File: config.mk
export PLATFORM = sky130hd
export DESIGN_NAME = timed_mailbox_queue_core
export DESIGN_NICKNAME = d
export VERILOG_FILES = /design/src/rtl/core/tmq_pkg.sv /design/src/rtl/core/tmq_slot_mem.sv /design/src/rtl/core/timed_mailbox_queue_core.sv
export SDC_FILE = /design/constraint.sdc
export NUM_CORES = 2
export LEC_CHECK = 0
export ABC_CLOCK_PERIOD_IN_PS = 10350
export BUFFER_PORTS_ARGS = -buffer_cell sky130_fd_sc_hd__buf_2
export CORE_ASPECT_RATIO = 1.1
export CORE_MARGIN = 2
export CORE_UTILIZATION = 45
export DETAILED_ROUTE_END_ITERATION = 16
export PLACE_DENSITY = 0.59
export SETUP_SLACK_MARGIN = 0.15
export SLEW_MARGIN = 20
export SYNTH_ARGS = -nofsm -noshare
export SYNTH_HDL_FRONTEND = slang
export SYNTH_SLANG_ARGS = --single-unit
File: constraint.sdc
create_clock -name clk -period 10.35 [get_ports clk]
set_input_delay 1.035 -clock clk [delete_from_list [all_inputs] [get_ports clk]]
set_output_delay 1.035 -clock clk [all_outputs]
set_load 0.05 [all_outputs]
File: src/rtl/core/tmq_pkg.sv
// package for the timed mailbox queue core
// holds action, status and flag codes and the slot record shared by the core modules
`timescale 1ns / 1ps

package tmq_pkg;

    localparam int unsigned SLOTS_DEFAULT = 16;
    localparam logic [31:0] TICK_TOP = 32'hFFFF_FFFF;

    typedef enum logic [2:0] {
        ACT_TICK = 3'd0,
        ACT_POST = 3'd1,
        ACT_GET  = 3'd2,
        ACT_GETC = 3'd3,
        ACT_STOP = 3'd4
    } action_t;

    localparam logic [1:0] ST_OK    = 2'd0;
    localparam logic [1:0] ST_ERR   = 2'd1;
    localparam logic [1:0] ST_EMPTY = 2'd2;

    localparam logic [1:0] FLAG_DELAYED  = 2'd3;
    localparam logic [1:0] FLAG_FINISHED = 2'd2;
    localparam logic [1:0] FLAG_STOPPED  = 2'd0;

    typedef struct packed {
        logic [15:0] handle;
        logic [7:0]  mailbox;
        logic [7:0]  reply;
        logic [7:0]  command;
        logic [31:0] stamp;
        logic [15:0] delay;
        logic [7:0]  repeat_cnt;
    } slot_t;

endpackage

File: src/rtl/core/tmq_slot_mem.sv
// slot memory of the timed mailbox queue: handles and payload, no list links
// one write port, one registered read port; depends on tmq_pkg
`timescale 1ns / 1ps

module tmq_slot_mem
    import tmq_pkg::*;
#(
    parameter int unsigned SLOTS = SLOTS_DEFAULT,
    parameter int unsigned AW = $clog2(SLOTS)
)
(
    input  logic          clk,
    input  logic          we,
    input  logic [AW-1:0] waddr,
    input  slot_t         wdata,
    input  logic [AW-1:0] raddr,
    output slot_t         rdata
);

    slot_t mem [SLOTS];

    always_ff @(posedge clk)
    begin
        if (we)
        begin
            mem[waddr] <= wdata;
        end
        rdata <= mem[raddr];
    end

endmodule

File: src/rtl/core/timed_mailbox_queue_core.sv
// timed mailbox queue core: top level with the control sequencer
// uses tmq_pkg and tmq_slot_mem
`timescale 1ns / 1ps
//
// Command interface: a word is taken at a rising edge with start high and busy low.
// Exactly one result word follows per command, shown for one cycle with
// done high; the receiver cannot stall it, and busy stays high through that cycle.
// Tick, post and an undefined action pass through one execute state and one
// finish state before the result word, and the next command can be taken once
// busy falls after the result word. Post finds the lowest free slot from the
// occupancy bits combinationally.
// Get and stop walk the list from the head, one memory read per entry, with a
// read state and a check state per entry. A walk ends at the first hit, at the
// end of the list or after SLOTS entries, and then passes the finish state.
// Links and occupancy live in flip-flops per slot; handles and payload
// live in the slot memory, which stays undefined until written and needs no clear.
// Reset empties the list and clears the tick counter at once.
// List and counter state update in the execute or hit cycle, before the result.
//
module timed_mailbox_queue_core
    import tmq_pkg::*;
#(
    parameter int unsigned SLOTS = SLOTS_DEFAULT
)
(
    input  logic        clk,
    input  logic        rst_n,
    input  logic        start,
    output logic        busy,
    output logic        done,
    input  logic [2:0]  action,
    input  logic [15:0] tick_amount,
    input  logic [7:0]  mailbox_id,
    input  logic [7:0]  reply_id,
    input  logic [7:0]  command,
    input  logic [15:0] handle,
    input  logic [15:0] delay_ticks,
    input  logic [7:0]  repeat_count,
    output logic [1:0]  status,
    output logic [7:0]  command_out,
    output logic [15:0] handle_out,
    output logic [7:0]  reply_id_out,
    output logic        flag_write,
    output logic [1:0]  flag_value,
    output logic [31:0] tick_now
);

    localparam int unsigned AW = $clog2(SLOTS);

    typedef enum logic [4:0] {
        S_IDLE = 5'b00001,
        S_EXEC = 5'b00010,
        S_RD   = 5'b00100,
        S_CHK  = 5'b01000,
        S_DONE = 5'b10000
    } state_t;

    state_t state_reg, state_next;

    logic [2:0]  act_reg;
    logic [15:0] amt_reg, hdl_reg, dly_reg;
    logic [7:0]  mbx_reg, rep_reg, cmd_reg, rpt_reg;

    logic [31:0] tick_reg, tick_next;
    logic [SLOTS-1:0] used_reg, used_next;
    logic [AW-1:0] nxt_reg [SLOTS];
    logic [AW-1:0] prv_reg [SLOTS];
    logic [SLOTS-1:0] hasn_reg, hasp_reg;
    logic [AW-1:0] head_reg, tail_reg;
    logic          empty_reg;

    logic [AW-1:0] cur_reg;
    logic          cur_ok_reg;
    logic [AW:0]   steps_reg;

    logic [1:0]  st_reg;
    logic [7:0]  co_reg, ro_reg;
    logic [15:0] ho_reg;
    logic        fw_reg;
    logic [1:0]  fv_reg;
    logic        done_reg;

    logic          we;
    logic [AW-1:0] waddr, raddr;
    slot_t         wdata, rdata;

    tmq_slot_mem #(.SLOTS(SLOTS), .AW(AW)) u_mem (
        .clk   (clk),
        .we    (we),
        .waddr (waddr),
        .wdata (wdata),
        .raddr (raddr),
        .rdata (rdata)
    );

    // free slot search
    logic [AW-1:0] free_idx;
    logic          free_ok;
    always_comb
    begin
        free_idx = '0;
        free_ok  = 1'b0;
        for (int i = SLOTS - 1; i >= 0; i--)
        begin
            if (!used_reg[i])
            begin
                free_idx = AW'(i);
                free_ok  = 1'b1;
            end
        end
    end

    logic        accept;
    logic        match, ready_m;
    logic [31:0] diff;
    assign accept = start && !busy;
    assign raddr  = cur_reg;
    assign diff   = tick_reg - rdata.stamp;
    assign ready_m = (rdata.delay == 16'd0) || (diff > {16'd0, rdata.delay});
    always_comb
    begin
        if (act_reg == ACT_STOP)
        begin
            match = (rdata.handle == hdl_reg);
        end
        else
        begin
            match = (rdata.mailbox == mbx_reg) &&
                    ((act_reg == ACT_GET) || (rdata.command == cmd_reg)) && ready_m;
        end
    end

    // list bookkeeping, applied as unlink then optional append
    logic          do_unlink, do_append;
    logic [AW-1:0] ul_s, ap_s;
    logic [AW-1:0] nxt_next [SLOTS];
    logic [AW-1:0] prv_next [SLOTS];
    logic [SLOTS-1:0] hasn_next, hasp_next;
    logic [AW-1:0] head_next, tail_next, un, up;
    logic          empty_next, hn, hp;

    always_comb
    begin
        nxt_next   = nxt_reg;
        prv_next   = prv_reg;
        hasn_next  = hasn_reg;
        hasp_next  = hasp_reg;
        head_next  = head_reg;
        tail_next  = tail_reg;
        empty_next = empty_reg;
        un = nxt_reg[ul_s];
        up = prv_reg[ul_s];
        hn = hasn_reg[ul_s];
        hp = hasp_reg[ul_s];
        if (do_unlink)
        begin
            if (hn)
            begin
                prv_next[un]  = up;
                hasp_next[un] = hp;
            end
            if (hp)
            begin
                nxt_next[up]  = un;
                hasn_next[up] = hn;
            end
            if (!hp)
            begin
                head_next = un;
                if (!hn)
                begin
                    empty_next = 1'b1;
                end
            end
            if (!hn)
            begin
                tail_next = up;
            end
        end
        if (do_append)
        begin
            hasn_next[ap_s] = 1'b0;
            if (!empty_next)
            begin
                nxt_next[tail_next]  = ap_s;
                hasn_next[tail_next] = 1'b1;
                prv_next[ap_s]       = tail_next;
                hasp_next[ap_s]      = 1'b1;
            end
            else
            begin
                hasp_next[ap_s] = 1'b0;
                head_next       = ap_s;
            end
            tail_next  = ap_s;
            empty_next = 1'b0;
        end
    end

    logic [1:0]  st_n;
    logic [7:0]  co_n, ro_n;
    logic [15:0] ho_n;
    logic        fw_n;
    logic [1:0]  fv_n;
    logic [AW-1:0] cur_next;
    logic          cur_ok_next;
    logic [AW:0]   steps_next;

    always_comb
    begin
        state_next  = state_reg;
        tick_next   = tick_reg;
        used_next   = used_reg;
        do_unlink   = 1'b0;
        do_append   = 1'b0;
        ul_s        = cur_reg;
        ap_s        = cur_reg;
        we          = 1'b0;
        waddr       = cur_reg;
        wdata       = rdata;
        st_n = st_reg; co_n = co_reg; ro_n = ro_reg; ho_n = ho_reg;
        fw_n = fw_reg; fv_n = fv_reg;
        cur_next    = cur_reg;
        cur_ok_next = cur_ok_reg;
        steps_next  = steps_reg;
        unique case (state_reg)
            S_IDLE:
            begin
                if (accept)
                begin
                    state_next = S_EXEC;
                end
            end
            S_EXEC:
            begin
                st_n = ST_ERR; co_n = '0; ro_n = '0; ho_n = '0;
                fw_n = 1'b0; fv_n = FLAG_STOPPED;
                state_next = S_DONE;
                unique case (act_reg) inside
                    ACT_TICK:
                    begin
                        st_n = ST_OK;
                        if ((TICK_TOP - tick_reg) <= {16'd0, amt_reg})
                        begin
                            tick_next = '0;
                        end
                        else
                        begin
                            tick_next = tick_reg + {16'd0, amt_reg};
                        end
                    end
                    ACT_POST:
                    begin
                        if (hdl_reg != 16'd0 && free_ok)
                        begin
                            st_n  = ST_OK;
                            we    = 1'b1;
                            waddr = free_idx;
                            wdata = '{handle: hdl_reg, mailbox: mbx_reg, reply: rep_reg,
                                      command: cmd_reg, stamp: tick_reg, delay: dly_reg,
                                      repeat_cnt: rpt_reg};
                            used_next[free_idx] = 1'b1;
                            do_append = 1'b1;
                            ap_s      = free_idx;
                            if (dly_reg != 16'd0)
                            begin
                                fw_n = 1'b1; fv_n = FLAG_DELAYED; ho_n = hdl_reg;
                            end
                        end
                    end
                    ACT_GET, ACT_GETC, ACT_STOP:
                    begin
                        st_n        = ST_EMPTY;
                        cur_next    = head_reg;
                        cur_ok_next = !empty_reg;
                        steps_next  = '0;
                        state_next  = S_RD;
                    end
                    default:
                    begin
                        st_n = ST_ERR;
                    end
                endcase
            end
            S_RD:
            begin
                if (!cur_ok_reg || steps_reg == (AW+1)'(SLOTS))
                begin
                    state_next = S_DONE;
                end
                else
                begin
                    state_next = S_CHK;
                end
            end
            S_CHK:
            begin
                if (match)
                begin
                    st_n       = ST_OK;
                    state_next = S_DONE;
                    do_unlink  = 1'b1;
                    if (act_reg == ACT_STOP)
                    begin
                        fw_n = 1'b1; fv_n = FLAG_STOPPED; ho_n = hdl_reg;
                        used_next[cur_reg] = 1'b0;
                    end
                    else
                    begin
                        co_n = rdata.command; ho_n = rdata.handle; ro_n = rdata.reply;
                        if (rdata.delay != 16'd0 && rdata.repeat_cnt > 8'd1)
                        begin
                            do_append = 1'b1;
                            we = 1'b1;
                            wdata.repeat_cnt = rdata.repeat_cnt - 8'd1;
                            wdata.stamp      = tick_reg;
                        end
                        else
                        begin
                            used_next[cur_reg] = 1'b0;
                            if (rdata.delay != 16'd0)
                            begin
                                fw_n = 1'b1; fv_n = FLAG_FINISHED;
                            end
                        end
                    end
                    if (!do_append)
                    begin
                        // freed slot: handle cleared so stop cannot hit it later
                        we = 1'b1;
                        wdata.handle = '0;
                    end
                end
                else
                begin
                    cur_next    = nxt_reg[cur_reg];
                    cur_ok_next = hasn_reg[cur_reg];
                    steps_next  = steps_reg + 1'b1;
                    state_next  = S_RD;
                end
            end
            S_DONE:
            begin
                state_next = S_IDLE;
            end
            default:
            begin
                state_next = S_IDLE;
            end
        endcase
    end

    always_ff @(posedge clk or negedge rst_n)
    begin
        if (!rst_n)
        begin
            state_reg <= S_IDLE;
            tick_reg  <= '0;
            used_reg  <= '0;
            hasn_reg  <= '0;
            hasp_reg  <= '0;
            head_reg  <= '0;
            tail_reg  <= '0;
            empty_reg <= 1'b1;
            done_reg  <= 1'b0;
            cur_ok_reg <= 1'b0;
            steps_reg <= '0;
        end
        else
        begin
            state_reg  <= state_next;
            tick_reg   <= tick_next;
            used_reg   <= used_next;
            hasn_reg   <= hasn_next;
            hasp_reg   <= hasp_next;
            head_reg   <= head_next;
            tail_reg   <= tail_next;
            empty_reg  <= empty_next;
            done_reg   <= (state_reg == S_DONE);
            cur_ok_reg <= cur_ok_next;
            steps_reg  <= steps_next;
        end
    end

    always_ff @(posedge clk)
    begin
        nxt_reg <= nxt_next;
        prv_reg <= prv_next;
        cur_reg <= cur_next;
        st_reg <= st_n; co_reg <= co_n; ro_reg <= ro_n; ho_reg <= ho_n;
        fw_reg <= fw_n; fv_reg <= fv_n;
        if (accept)
        begin
            act_reg <= action;
            amt_reg <= tick_amount;
            mbx_reg <= mailbox_id;
            rep_reg <= reply_id;
            cmd_reg <= command;
            hdl_reg <= handle;
            dly_reg <= delay_ticks;
            rpt_reg <= repeat_count;
        end
    end

    assign busy         = (state_reg != S_IDLE) || done_reg;
    assign done         = done_reg;
    assign status       = st_reg;
    assign command_out  = co_reg;
    assign handle_out   = ho_reg;
    assign reply_id_out = ro_reg;
    assign flag_write   = fw_reg;
    assign flag_value   = fv_reg;
    assign tick_now     = tick_reg;

    a_done_after_done_state: assert property (@(posedge clk) disable iff (!rst_n)
        (state_reg == S_DONE) |=> done)
        else $error("result word missing");
    a_empty_no_used: assert property (@(posedge clk) disable iff (!rst_n)
        empty_reg |-> (used_reg == '0))
        else $error("empty list with occupied slots");
    a_no_accept_when_busy: assert property (@(posedge clk) disable iff (!rst_n)
        done |-> busy)
        else $error("busy low during result");
    a_flag_has_handle: assert property (@(posedge clk) disable iff (!rst_n)
        (done && flag_write) |-> (handle_out != 16'd0))
        else $error("flag write without handle");

endmodule

==> reports/results.txt <==
Outcome - complete, no violations
Post-Syn Area per Cell - 18.3 um^2
CTS max path bufs - 3
Biggest register - u_mem.mem
Initial Utilization - 0.453
Layout cell share with drive strength beyond 1 - 0.247
Setup Viol. Count Final - 0
Seq/Total Area, Yosys - 0.701
Fin. Hold Viols - 0
Crit-path cells - inv_1, ha_1, fa_1, nand2b_1, a21oi_1, o21ai_1, nand2b_1, a21oi_1, xnor2_1, ha_1, nand4_1, nor4_1, a211oi_1, a22oi_1, nor4_1, nand4bb_1, nor4_2, nor2_1, o211ai_1, buf_4, nor2_4, buf_4, buf_4
GPL Wtd Cong - 0.875
Slew margin rel. - 0.262
Slew @ Worst Pin - 1.10 ns
DIE WIDTH - 409 um
Period minus WS final - 7.76 ns
CTS tree - built
Max-Cap Viols - 0
CP arrival - 8.22 ns
Cell at the slowest stage of the critical path - buf_4
Worst-Skew Late Latency - 0.86 ns
Pwr dens - 223 nW/um^2
Global-route wire length before repair - 302000 um
Detailed-route DRC error count - 0
Type of origin of the critical path - register
Syn-to-layout area delta - 13.4%
Core area - 179000 um^2
Post_cts resized - 0
Number of enable flip-flop cells after synthesis - 1660
Unique cell type count in the Yosys netlist - 83
Biggest regs - u_mem.mem: 1536 flops, u_mem.rdata: 96 flops
IO buf count - 156
Placed cell count - 6882
Die area - 184000 um^2
Total wire length - 206000 um
Pre-antenna DRT Iters - 5
Design area - 92100 um^2
Asr flop ratio synth - 0.0509
Leakage power - 32.3 nW
Maximum fanout along the worst path - 42
Final max-slew violation count - 0
Kind of critical path - reg2reg
Vias in the first global route - 43400
Peak VDD IR - 0.000187 V
CTS Buf Count - 198
Syn nets - 4610
Initial antenna violation count - 6
R2R cell count - 23
Depth of the CTS H-tree - 4
Most frequent CP cell - buf_4
Number of hold buffers added after CTS - 0
Ant diodes - 0
Setup bufs post-CTS - 0
Non-Filler Instances - 7260
Die Ht - 449 um
Clock Skew - 0.0550 ns
GRT overflow - 0
Fin nets - 4862
Final period util - 0.750
HPWL Detailed - 118000 um
Min-delay worst type - in2async
Io pins - 157
Post-layout util - 0.514
Yosys warnings - 0
Fillers - 14300
# clock sinks - 1985
Total GRT Usage - 0.224
Worst EP required - 10.81 ns
Via density - 5.84
Final ANT Viol Nets - 0
Largest net degree at the start of global routing - 134
Unrepaired setup endpoints after global routing - no
Cells after Synth - 4439
Fmax - 129 MHz
Routed wire length per instance - 28.4 um
Via Count - 42400
Max reg flops - 1536
Placed Area - 85300 um^2
Total chip power - 20.5 mW
Setup TNS - 0 ns
Initial drt markers - 4494
Root buffer cell - clkbuf_16
Reg clk slew, reported paths - 0.07 ns
Crit. End Element - register
Top_reg_cell synth - edfxtp_1
CP max stage delay - 0.80 ns
Synth Cell Area - 81200 um^2
FP Rows - 163
Synthesis-stage register bit count - 1985
==> final timing paths <==
path | startpoint | end | slack, ns
max | tick_now[0]$_DFFE_PN0P_ | u_mem.mem[9][5]$_DFFE_PP_ | 2.59
min | rst_n | head_reg[2]$_DFF_PN0_ | 0.25
max reg2reg | tick_now[0]$_DFFE_PN0P_ | u_mem.mem[9][5]$_DFFE_PP_ | 2.59
min reg2reg | cur_ok_reg$_DFFE_PN0P_ | cur_ok_reg$_DFFE_PN0P_ | 0.49
max in group asynchronous | rst_n | tick_now[21]$_DFFE_PN0P_ | 8.75
min in group clk | handle[15] | hdl_reg[15]$_DFFE_PP_ | 0.36
==> synthesized netlist by cell type (13+ instances only) <==
| cell type | number | share of area |
|---|---|---|
| o21ai_0 | 151 | 0.0093 |
| buf_1 | 29 | 0.0013 |
| mux2_2 | 14 | 0.0019 |
| nand2_1 | 265 | 0.012 |
| a21oi_1 | 72 | 0.0044 |
| buf_2 | 20 | 0.0012 |
| nand4b_1 | 13 | 0.0014 |
| nor4_1 | 23 | 0.0018 |
| o21bai_1 | 14 | 0.0013 |
| or3_1 | 16 | 0.0012 |
| xor2_1 | 31 | 0.0033 |
| clkbuf_1 | 177 | 0.0082 |
| nand3_1 | 54 | 0.0033 |
| inv_1 | 111 | 0.0051 |
| and2_1 | 31 | 0.0024 |
| nor3_1 | 27 | 0.0017 |
| nand4_1 | 42 | 0.0032 |
| nand2b_1 | 18 | 0.0014 |
| dfrtp_1 | 99 | 0.031 |
| dfxtp_1 | 224 | 0.055 |
| nor2_1 | 118 | 0.0055 |
| o22ai_1 | 14 | 0.0011 |
| o21a_1 | 14 | 0.0013 |
| a21o_1 | 24 | 0.0022 |
| xnor2_1 | 47 | 0.0051 |
| ha_1 | 83 | 0.013 |
| mux2i_1 | 312 | 0.038 |
| edfxtp_1 | 1660 | 0.61 |
| a22o_1 | 19 | 0.0021 |
| o211ai_1 | 16 | 0.0015 |
| mux4_2 | 529 | 0.15 |
==> metrics by stage <==
| stage | hold WS [ns] | worst slack, ns |
|---|---|---|
| after floorplan | 0.450 | 1.79 |
| after global placement | 0.485 | 2.45 |
| after detailed placement | 0.483 | 2.51 |
| after CTS | 0.207 | 2.49 |
| after global routing | 0.255 | 2.07 |
| final | 0.254 | 2.59 |
==> routing by layer <==
metal | part of all wire | track usage | vias to the layer above
met5 | 0 | 0 | -
met3 | 0.057 | 0.0308 | 285
li1 | - | - | 18300
met1 | 0.42 | 0.314 | 22400
met4 | 0.022 | 0.0574 | 0
met2 | 0.50 | 0.370 | 1364
==> layout make-up <==
cell class	instances	area (um^2)	share of cell area
multi-input combinational	2113	23200	0.252
timing repair buffer	282	1830	0.0199
sequential	1985	56900	0.618
inverter	111	417	0.00453
clock buffer	281	5570	0.0605
tap	2392	2990	0.0325
clock inverter	96	1170	0.0127
==> critical path: cells and delay by family, from the launching register on <==
kind,cells,cell delay (ns)
AOI/OAI and AO/OA,6,1.31
xor gates and xnor gates,1,0.15
adders and majority gates,3,0.95
buffers and inverters,4,1.94
DFF,1,0.43
and+or+nand+nor,9,2.45
==> kinds of logic after synthesis <==
group           synth area share
xor+xnor                 0.00862
flops                      0.701
simple gates              0.0423
fa+ha+maj                 0.0133
buf+inv                   0.0163
compound gates            0.0312
mux                        0.188
==> power by group <==
group,switching (mW),total [mW],internal [mW]
combinational,2.23,3.48,1.25
clock,3.11,7.34,4.23
sequential,0.278,9.69,9.42
total,5.61,20.5,14.9
==> cells in the final DEF, fill, tap and decap left out, types with 83 or more instances in the layout <==
master / synthesis / routed
buf_2: 20 / 155
nand2_1: 265 / 264
ha_1: 83 / 83
nor2_1: 118 / 102
edfxtp_1: 1660 / 1660
dfxtp_1: 224 / 224
o21ai_0: 151 / 150
mux2i_1: 312 / 307
dfrtp_1: 99 / 99
clkbuf_16: 0 / 199
mux4_2: 529 / 529
buf_4: 3 / 119
inv_1: 111 / 111
No activity file was read; power rests on OpenSTA's default activity.
